### config.mk
export PLATFORM = sky130hd
export DESIGN_NAME = signed_int_divider
export DESIGN_NICKNAME = d
export VERILOG_FILES = /design/src/design/sid_pkg.sv /design/src/design/sid_div_step.sv /design/src/design/signed_int_divider.sv
export SDC_FILE = /design/constraint.sdc
export NUM_CORES = 2
export LEC_CHECK = 0
export BUFFER_PORTS_ARGS = -buffer_cell sky130_fd_sc_hd__buf_2
export CAP_MARGIN = 20
export CORE_MARGIN = 8
export CORE_UTILIZATION = 30
export CTS_CLUSTER_DIAMETER = 60
export DETAILED_ROUTE_END_ITERATION = 12
export PLACE_DENSITY_LB_ADDON = 0.3
export REMOVE_ABC_BUFFERS = 1
export SETUP_SLACK_MARGIN = 0.4
export SLEW_MARGIN = 25
export SYNTH_ARGS = -nofsm -noshare
export SYNTH_HDL_FRONTEND = slang
export SYNTH_SLANG_ARGS = --single-unit
### constraint.sdc
create_clock -name clk_i -period 3.7 [get_ports clk_i]
set_input_delay 0.74 -clock clk_i [delete_from_list [all_inputs] [get_ports clk_i]]
set_output_delay 0.74 -clock clk_i [all_outputs]
set_load 0.02 [all_outputs]
### src/design/sid_pkg.sv
// ----------------------------------------------------------------------------
// sid_pkg
// Shared width constants and the pipeline stage record of the signed divider.
// ----------------------------------------------------------------------------
`timescale 1ns / 1ps

package sid_pkg;

  localparam int unsigned WIDTH = 32;

  // Restoring steps, one per pipeline stage.
  localparam int unsigned STEPS = WIDTH;

  localparam logic [WIDTH-1:0] INT_MIN = {1'b1, {(WIDTH-1){1'b0}}};
  localparam logic [WIDTH-1:0] INT_MAX = {1'b0, {(WIDTH-1){1'b1}}};
  localparam logic [WIDTH-1:0] MINUS_ONE = {WIDTH{1'b1}};

  // One slot of the division pipeline. The num field starts as the dividend
  // magnitude and fills up with quotient bits from the bottom as it shifts.
  typedef struct packed {
    logic             valid;
    logic             neg;
    logic             ovf;
    logic             dbz;
    logic [WIDTH-1:0] rem;
    logic [WIDTH-1:0] num;
    logic [WIDTH-1:0] den;
  } sid_stage_t;

endpackage

### src/design/sid_div_step.sv
// ----------------------------------------------------------------------------
// sid_div_step
// One registered restoring-division step: shifts in one dividend bit,
// trial-subtracts the divisor and records one quotient bit.
// ----------------------------------------------------------------------------
`timescale 1ns / 1ps

module sid_div_step
  import sid_pkg::*;
(
  input  logic       clk_i,
  input  logic       rst_ni,
  input  sid_stage_t stage_i,
  output sid_stage_t stage_o
);

  logic [WIDTH:0] trial;
  logic           fits;
  sid_stage_t     stage_d;
  sid_stage_t     stage_q;

  // The shifted remainder stays below twice the divisor, so the top bit of
  // the difference is set exactly when the subtraction borrows.
  assign trial = {stage_i.rem, stage_i.num[WIDTH-1]} - {1'b0, stage_i.den};
  assign fits  = ~trial[WIDTH];

  always_comb begin
    stage_d = stage_i;
    if (fits) begin
      stage_d.rem = trial[WIDTH-1:0];
    end else begin
      stage_d.rem = {stage_i.rem[WIDTH-2:0], stage_i.num[WIDTH-1]};
    end
    stage_d.num = {stage_i.num[WIDTH-2:0], fits};
  end

  always_ff @(posedge clk_i or negedge rst_ni) begin
    if (!rst_ni) begin
      stage_q <= '0;
    end else begin
      stage_q <= stage_d;
    end
  end

  assign stage_o = stage_q;

endmodule

### src/design/signed_int_divider.sv
// ----------------------------------------------------------------------------
// signed_int_divider
// Pipelined signed integer divider, quotient truncated toward zero.
// A result strobes after its start transaction has passed one operand stage,
// one stage per restoring step and one sign/flag stage.
// Throughput: one transaction per cycle; the receiver cannot stall.
// Reset: asynchronous, clears all valid bits; busy is high in reset and until
// the first clock edge after it, then stays low.
// ----------------------------------------------------------------------------
`timescale 1ns / 1ps

module signed_int_divider
  import sid_pkg::*;
(
  input  logic                    clk_i,
  input  logic                    rst_ni,
  input  logic                    start,
  output logic                    busy,
  input  logic signed [WIDTH-1:0] dividend_i,
  input  logic signed [WIDTH-1:0] divisor_i,
  output logic                    valid_o,
  output logic signed [WIDTH-1:0] quotient_o,
  output logic                    overflow_o,
  output logic                    div_by_zero_o
);

  logic             busy_q;
  logic             accept;
  logic [WIDTH-1:0] mag_a;
  logic [WIDTH-1:0] mag_b;
  sid_stage_t       entry_d;
  sid_stage_t       entry_q;
  sid_stage_t       pipe [STEPS+1];

  logic             valid_q;
  logic [WIDTH-1:0] quot_d;
  logic [WIDTH-1:0] quot_q;
  logic             ovf_q;
  logic             dbz_q;

  assign accept = start & ~busy_q;

  always_ff @(posedge clk_i or negedge rst_ni) begin
    if (!rst_ni) begin
      busy_q <= 1'b1;
    end else begin
      busy_q <= 1'b0;
    end
  end

  assign busy = busy_q;

  // Operand stage: magnitudes, result sign and the two special cases.
  always_comb begin
    mag_a = dividend_i[WIDTH-1] ? (~$unsigned(dividend_i) + 1'b1) : $unsigned(dividend_i);
    mag_b = divisor_i[WIDTH-1] ? (~$unsigned(divisor_i) + 1'b1) : $unsigned(divisor_i);
    entry_d.valid = accept;
    entry_d.neg   = dividend_i[WIDTH-1] ^ divisor_i[WIDTH-1];
    entry_d.dbz   = ($unsigned(divisor_i) == '0);
    entry_d.ovf   = ($unsigned(dividend_i) == INT_MIN) && ($unsigned(divisor_i) == MINUS_ONE);
    entry_d.rem   = '0;
    entry_d.num   = mag_a;
    entry_d.den   = mag_b;
  end

  always_ff @(posedge clk_i or negedge rst_ni) begin
    if (!rst_ni) begin
      entry_q <= '0;
    end else begin
      entry_q <= entry_d;
    end
  end

  assign pipe[0] = entry_q;

  for (genvar s = 0; s < STEPS; s++) begin : g_step
    sid_div_step u_step (
      .clk_i   (clk_i),
      .rst_ni  (rst_ni),
      .stage_i (pipe[s]),
      .stage_o (pipe[s+1])
    );
  end

  // Output stage: apply the sign, then the flag overrides.
  always_comb begin
    if (pipe[STEPS].dbz) begin
      quot_d = '0;
    end else if (pipe[STEPS].ovf) begin
      quot_d = INT_MAX;
    end else if (pipe[STEPS].neg) begin
      quot_d = ~pipe[STEPS].num + 1'b1;
    end else begin
      quot_d = pipe[STEPS].num;
    end
  end

  always_ff @(posedge clk_i or negedge rst_ni) begin
    if (!rst_ni) begin
      valid_q <= 1'b0;
    end else begin
      valid_q <= pipe[STEPS].valid;
    end
  end

  always_ff @(posedge clk_i) begin
    quot_q <= quot_d;
    ovf_q  <= pipe[STEPS].ovf & ~pipe[STEPS].dbz;
    dbz_q  <= pipe[STEPS].dbz;
  end

  assign valid_o       = valid_q;
  assign quotient_o    = $signed(quot_q);
  assign overflow_o    = ovf_q;
  assign div_by_zero_o = dbz_q;

  // Every accepted transaction strobes exactly once, a fixed time later.
  a_latency : assert property (@(posedge clk_i) disable iff (!rst_ni)
    accept |-> ##(STEPS + 2) valid_o)
    else $error("accepted transaction does not strobe a result");

  a_no_spurious : assert property (@(posedge clk_i) disable iff (!rst_ni)
    valid_o |-> $past(accept, STEPS + 2))
    else $error("result strobe without an accepted transaction");

  a_flags_exclusive : assert property (@(posedge clk_i) disable iff (!rst_ni)
    valid_o |-> !(overflow_o && div_by_zero_o))
    else $error("overflow and divide-by-zero both raised");

  a_dbz_zero : assert property (@(posedge clk_i) disable iff (!rst_ni)
    (valid_o && div_by_zero_o) |-> (quot_q == '0))
    else $error("divide-by-zero result is not zero");

  a_ovf_max : assert property (@(posedge clk_i) disable iff (!rst_ni)
    (valid_o && overflow_o) |-> (quot_q == INT_MAX))
    else $error("overflow result is not saturated");

endmodule

=== After elaboration in Yosys (flattened, before gate mapping) ===
Cells that the tools add are included.

* Magnitude comparators: 0
* Reductions and logical operators: 3
* Bitwise operators: 40
* Shifts and indexed selects: 0
* Multipliers: 0
* Add/sub/neg operators: 35
* Eq/ne operators: 2
* Div/mod/pow operators: 0
* Muxes and demuxes: 35

{| class="wikitable"
|+ Operators with widths
! operator !! number
|-
| two-way mux 32 bit || 34
|-
| subtractor 33 x 32 -> 33 bit || 31
|-
| adder 32 x 1 -> 32 bit (second input constant) || 3
|-
| NOT 32 bit || 3
|-
| equality test 32 bit (second input constant) || 2
|-
| NOT 1 bit || 34
|-
| subtractor 1 x 32 -> 33 bit || 1
|-
| zero test 32 bit || 1
|-
| two-way mux 31 bit || 1
|-
| AND 1 bit || 2
|-
| OR reduction 2 bit || 1
|-
| logical AND 1 bit || 1
|-
| XOR 1 bit || 1
|}

* Input bits: 67
* RAM bits: 0
* Memories kept: 0
* Word-level logic and storage cells: 349
* Memory bits (read-only): 0
* Flip-flop bits (word level): 3240
* Bits in latches: 0

=== Longest topological paths before layout ===
* Depth after elaboration: 4
* Mapped depth: 16
* Depth with buffers taken out: 15

=== Hierarchy ===
From an unflattened synthesis, not the netlist that was laid out.

* Cell total of the unflattened synthesis: 13498
* Area, all modules: 159352.8 um2

{| class="wikitable"
|+ Modules (own cells, without submodules)
! module !! times used !! area each (um2) !! sequential area each (um2) !! cells each
|-
| sid_div_step at g_step[0].u_step ... || 20 || 4860.9 || 2502.4 || 405
|-
| sid_div_step at g_step[27].u_step ... || 8 || 4690.7 || 2502.4 || 405
|-
| sid_div_step at g_step[11].u_step ... || 2 || 4865.9 || 2502.4 || 405
|-
| signed_int_divider || 1 || 5281.3 || 2433.6 || 538
|-
| sid_div_step at g_step[24].u_step || 1 || 4868.4 || 2502.4 || 405
|-
| sid_div_step at g_step[10].u_step || 1 || 4727.0 || 2502.4 || 405
|}

=== Worst setup path after synthesis ===
Ideal clock, no wire load.

* Path kind: register to register
* Start: register g_step[26].u_step.stage_q, in the netlist g_step[26].u_step.stage_o[0]
* End: register g_step[27].u_step.stage_q, in the netlist g_step[27].u_step.stage_o[89]
* Stages on the path, launching flop included: 15
* Buffers on the path: 1
* Arrival: 3.571 ns
* Setup slack: 0.002 ns
* Data required time: 3.572 ns
* Path through: dfrtp_1 ha_1 fa_1 nand2b_1 a21oi_1 o32ai_1 a2111o_1 nand4_1 nand2_1 o311ai_1 a221o_1 a21oi_1 xnor2_1 buf_2 mux2_1

{| class="wikitable"
|+ RTL lines
! element !! RTL line !! RTL
|-
| start: declaration || sid_div_step.sv:20 || <nowiki>sid_stage_t stage_q;</nowiki>
|-
| start signal: assignment || sid_div_step.sv:41 || <nowiki>stage_q <= stage_d;</nowiki>
|-
| end signal: assignment || sid_div_step.sv:41 ||
|-
| end: declaration || sid_div_step.sv:20 ||
|}

==> summary.md <==
| Metric | Value |
|---|---|
| DR vias | `95300` |
| Gr usage total | `12.9%` |
| DRT antenna net count | `0` |
| Crit-path most repeated cell | `o211ai_1` |
| CP startpoint | `g_step[24].u_step.stage_o[63]` |
| Met3 wire len | `9.15 mm` |
| Final hold slack | `0.125 ns` |
| Worst Tran Pin Value | `0.910 ns` |
| Starting Density | `30.1%` |
| Worst setup margin | `-0.165 ns` |
| EDFF count, synth | `0` |
| Hold Path Origin | `dividend_i[6]` |
| Final min period | `3.86 ns` |
| Die height | `709 um` |
| Crit-path cells | `buf_12 -> inv_8 -> ha_4 -> fa_2 -> nor2b_2 -> o31a_1 -> o41a_1 -> a41oi_2 -> buf_4 -> o211ai_1 -> o211ai_1 -> buf_4 -> o211ai_1 -> a21oi_2 -> xnor2_2 -> buf_6 -> buf_12 -> buf_16 -> mux2_4` |
| Post-synthesis xor/xnor area fraction | `5.67%` |
| DRT iter0 DRCs | `3971` |
| Largest net degree at the start of global routing | `160` |
| Post-route DRC | `0` |
| WL met1 | `113 mm` |
| Synth Area in Compound Gates | `12.7%` |
| Slew Limit Fails | `0` |
| Leak | `89.0 nW` |
| Setup WS pre-CTS | `-0.818 ns` |
| P&R area growth vs syn | `29.5%` |
| Most frequent cells in the layout | `dfrtp_1 (3202), inv_1 (1147), buf_4 (1025), ha_1 (954), a21oi_1 (768)` |
| Detailed Routing Iterations Pass 1 | `5` |
| Fillers | `45200` |
| Crit-path slowest cell | `dfrtp_1` |
| Post-Syn Area per Cell | `11.7 um2` |
| Max_slew headroom | `39.4%` |
| Worst endpoint required time | `4.51 ns` |
| CTS buffer count | `351` |
| Largest family of logic cells by synthesized area | `compound AO/OA/AOI/OAI gates` |
| Clock buffer depth | `4` |
| Ys async rst share | `99.0%` |
| Nets@finish | `15100` |
| Hpwl dp | `226 mm` |
| Post-synth top flop | `dfrtp_1` |
| Buf+Inv Stages, Crit Path | `7` |
| Distinct cells, synth | `106` |
| Post-synth top area share | `55.7%` |
| #FFs+latches synth | `3240` |
| Synth top area cells | `dfrtp_1 (56%), ha_1 (8.7%), mux2_1 (4.2%), xnor2_1 (3.7%), inv_1 (3.1%)` |
| Port bufs | `102` |
| Worst-Skew Late Latency | `0.95 ns` |
| Hold Crit Class | `input port to flop` |
| Initial antenna violation count | `11` |
| Synthesized cell area | `144000 um2` |
| Final WL | `336 mm` |
| Status | `complete, but fails checks` |
| Post-synthesis simple-gate area fraction | `7.08%` |
| Met2 wire length | `190 mm` |
| Clk pin slew, worst setup/hold paths | `0.06 ns` |
| Worst-path fanout max | `8` |
| Chip width | `709 um` |
| DR WL/cell | `16.2 um` |
| Max-cap violations | `0` |
| PD cells | `1110 nW/um2` |
| Post-Synth Adder-Cell Area | `9.08%` |
| Clk root buf | `clkbuf_16` |
| Worst path top cell family by delay | `compound AO/OA/AOI/OAI gates` |
| Crit path capture type | `flop` |
| GPL Wtd Cong | `0.854` |
| Vias in the first global route | `103000` |
| Clk sink count | `3240` |
| Setup CP Type | `flop to flop` |
| CTS tree | `done` |
| Std-Cell Rows | `254` |
| Vias per cell | `4.59` |
| Arrival time worst endpoint | `4.68 ns` |
| Placed Cells | `19600` |
| Crit share post-route | `104%` |
| Post-Layout Cell Count | `20800` |
| Full die area | `502000 um2` |
| Slowest Stage Delay on Critical Path | `0.37 ns` |
| Yosys warns | `0` |
| Post-Syn Instances | `12300` |
| First-pass GRT wire length | `526 mm` |
| Commonest non-fill, non-tap cell in the layout | `dfrtp_1` |
| Clk_skew | `0.0510 ns` |
| RR Startpoint | `g_step[24].u_step.stage_o[63]` |
| Failing checks | `setup timing` |
| H-tree levels | `5` |
| Worst vdd ir | `548 uV` |
| GRT Residual Overflow | `0` |
| Top achievable clock speed | `259 MHz` |
| Max Used Layer | `met5` |
| Unrepaired setup endpoints after global routing | `yes` |
| CP startpoint kind | `flop` |
| Seq/Total Area, Yosys | `56.2%` |
| Finish-stage setup viols | `246` |
| Core ar. | `478000 um2` |
| Mux share of post-synthesis cell area | `5.47%` |
| IO Count | `103` |
| Share of cells above drive strength 1 | `24.5%` |
| Synth area leader | `dfrtp_1` |
| Hold Vio Cnt, Final | `0` |
==> cells in the mapped netlist, types with 295 or more instances <==
cell,number
ha_1,997
nand2_1,712
a21o_1,451
mux2_1,540
a21oi_1,813
inv_1,1178
o21ai_0,414
o21ai_1,295
nor2_1,526
dfrtp_1,3205
xor2_1,310
xnor2_1,614
==> repair_timing <==
item	CTS	global route
hold buffers	52	0
buffers inserted	203	115
endpoints found under the hold margin	57	0
gates resized for setup	1080	767
gates cloned	83	26
setup endpoints to repair	1000	1001
pin swaps	300	309
==> worst reg2reg max path, stage by stage (launching register included) <==
cell,delay (ns)
dfrtp_1,0.37
buf_12,0.16
inv_8,0.04
ha_4,0.15
fa_2,0.35
nor2b_2,0.14
o31a_1,0.17
o41a_1,0.22
a41oi_2,0.14
buf_4,0.17
o211ai_1,0.22
o211ai_1,0.13
buf_4,0.17
o211ai_1,0.29
a21oi_2,0.12
xnor2_2,0.15
buf_6,0.14
buf_12,0.14
buf_16,0.17
mux2_4,0.30
==> worst paths after layout <==
kind / to / slack [ns] / cells after the start
setup / recovery: g_step[25].u_step.stage_o[82] / -0.16 / 19
hold / removal: entry_q[38] / 0.13 / 2
setup reg to reg: g_step[25].u_step.stage_o[82] / -0.16 / 19
hold reg to reg: g_step[27].u_step.stage_o[62] / 0.32 / 0
max in group asynchronous: g_step[26].u_step.stage_o[49] / 1.93 / 4
min in group asynchronous: g_step[28].u_step.stage_o[73] / 0.67 / 3
==> metal layers <==
layer / global-route usage, % / vias up
li1: - / 46100
met1: 12.0 / 46700
met2: 26.3 / 1423
met3: 1.64 / 1045
met4: 7.81 / 2
met5: 0 / -
==> cells by family after synthesis <==
group                      after synthesis
xor gates and xnor gates               928
buffers and inverters                 1422
AOI/OAI and AO/OA                     2877
other                                    1
DFF                                   3240
adders and majority gates             1027
and+or+nand+nor                       2144
muxes                                  696
==> registers in the layout (all words and copies together) (netlist names) <==
| name | count |
|---|---|
| valid_o | 1 |
| busy | 1 |
| div_by_zero_o | 1 |
| g_step.u_step.stage_o | 3136 |
| overflow_o | 1 |
| quotient_o | 32 |
| entry_q | 68 |
==> stage by stage <==
stage / utilization (%) / total power, mW / setup TNS (ns) / cell area (um2)
final: 39.0 / 206 / -19.07 / 186000
after global routing: 39.0 / 219 / -67.88 / 186000
after CTS: 38.0 / 197 / -30.84 / 182000
after detailed placement: 33.5 / 133 / -212.06 / 160000
after global placement: 33.5 / 132 / -206.58 / 160000
after floorplan: - / 107 / -945.49 / 143000
==> layout make-up <==
| type | instances | area, um2 | share of cell area (%) |
|---|---|---|---|
| clock buffers | 478 | 9940 | 5.34 |
| diodes | 30 | 75.1 | 0.0403 |
| clock inverters | 157 | 2370 | 1.27 |
| repair buffers | 1581 | 16300 | 8.74 |
| inverters | 1190 | 4510 | 2.42 |
| flip-flops and latches | 3240 | 80900 | 43.4 |
| multi-input cells | 7689 | 64300 | 34.5 |
| well taps | 6400 | 8010 | 4.30 |
==> report_power, final <==
part | internal (mW) | switching [mW]
registers | 46.4 | 5.41
logic | 63.6 | 53.8
clock network | 22.1 | 14.7
total | 132 | 73.9
Power figures use the tool's default switching activity.
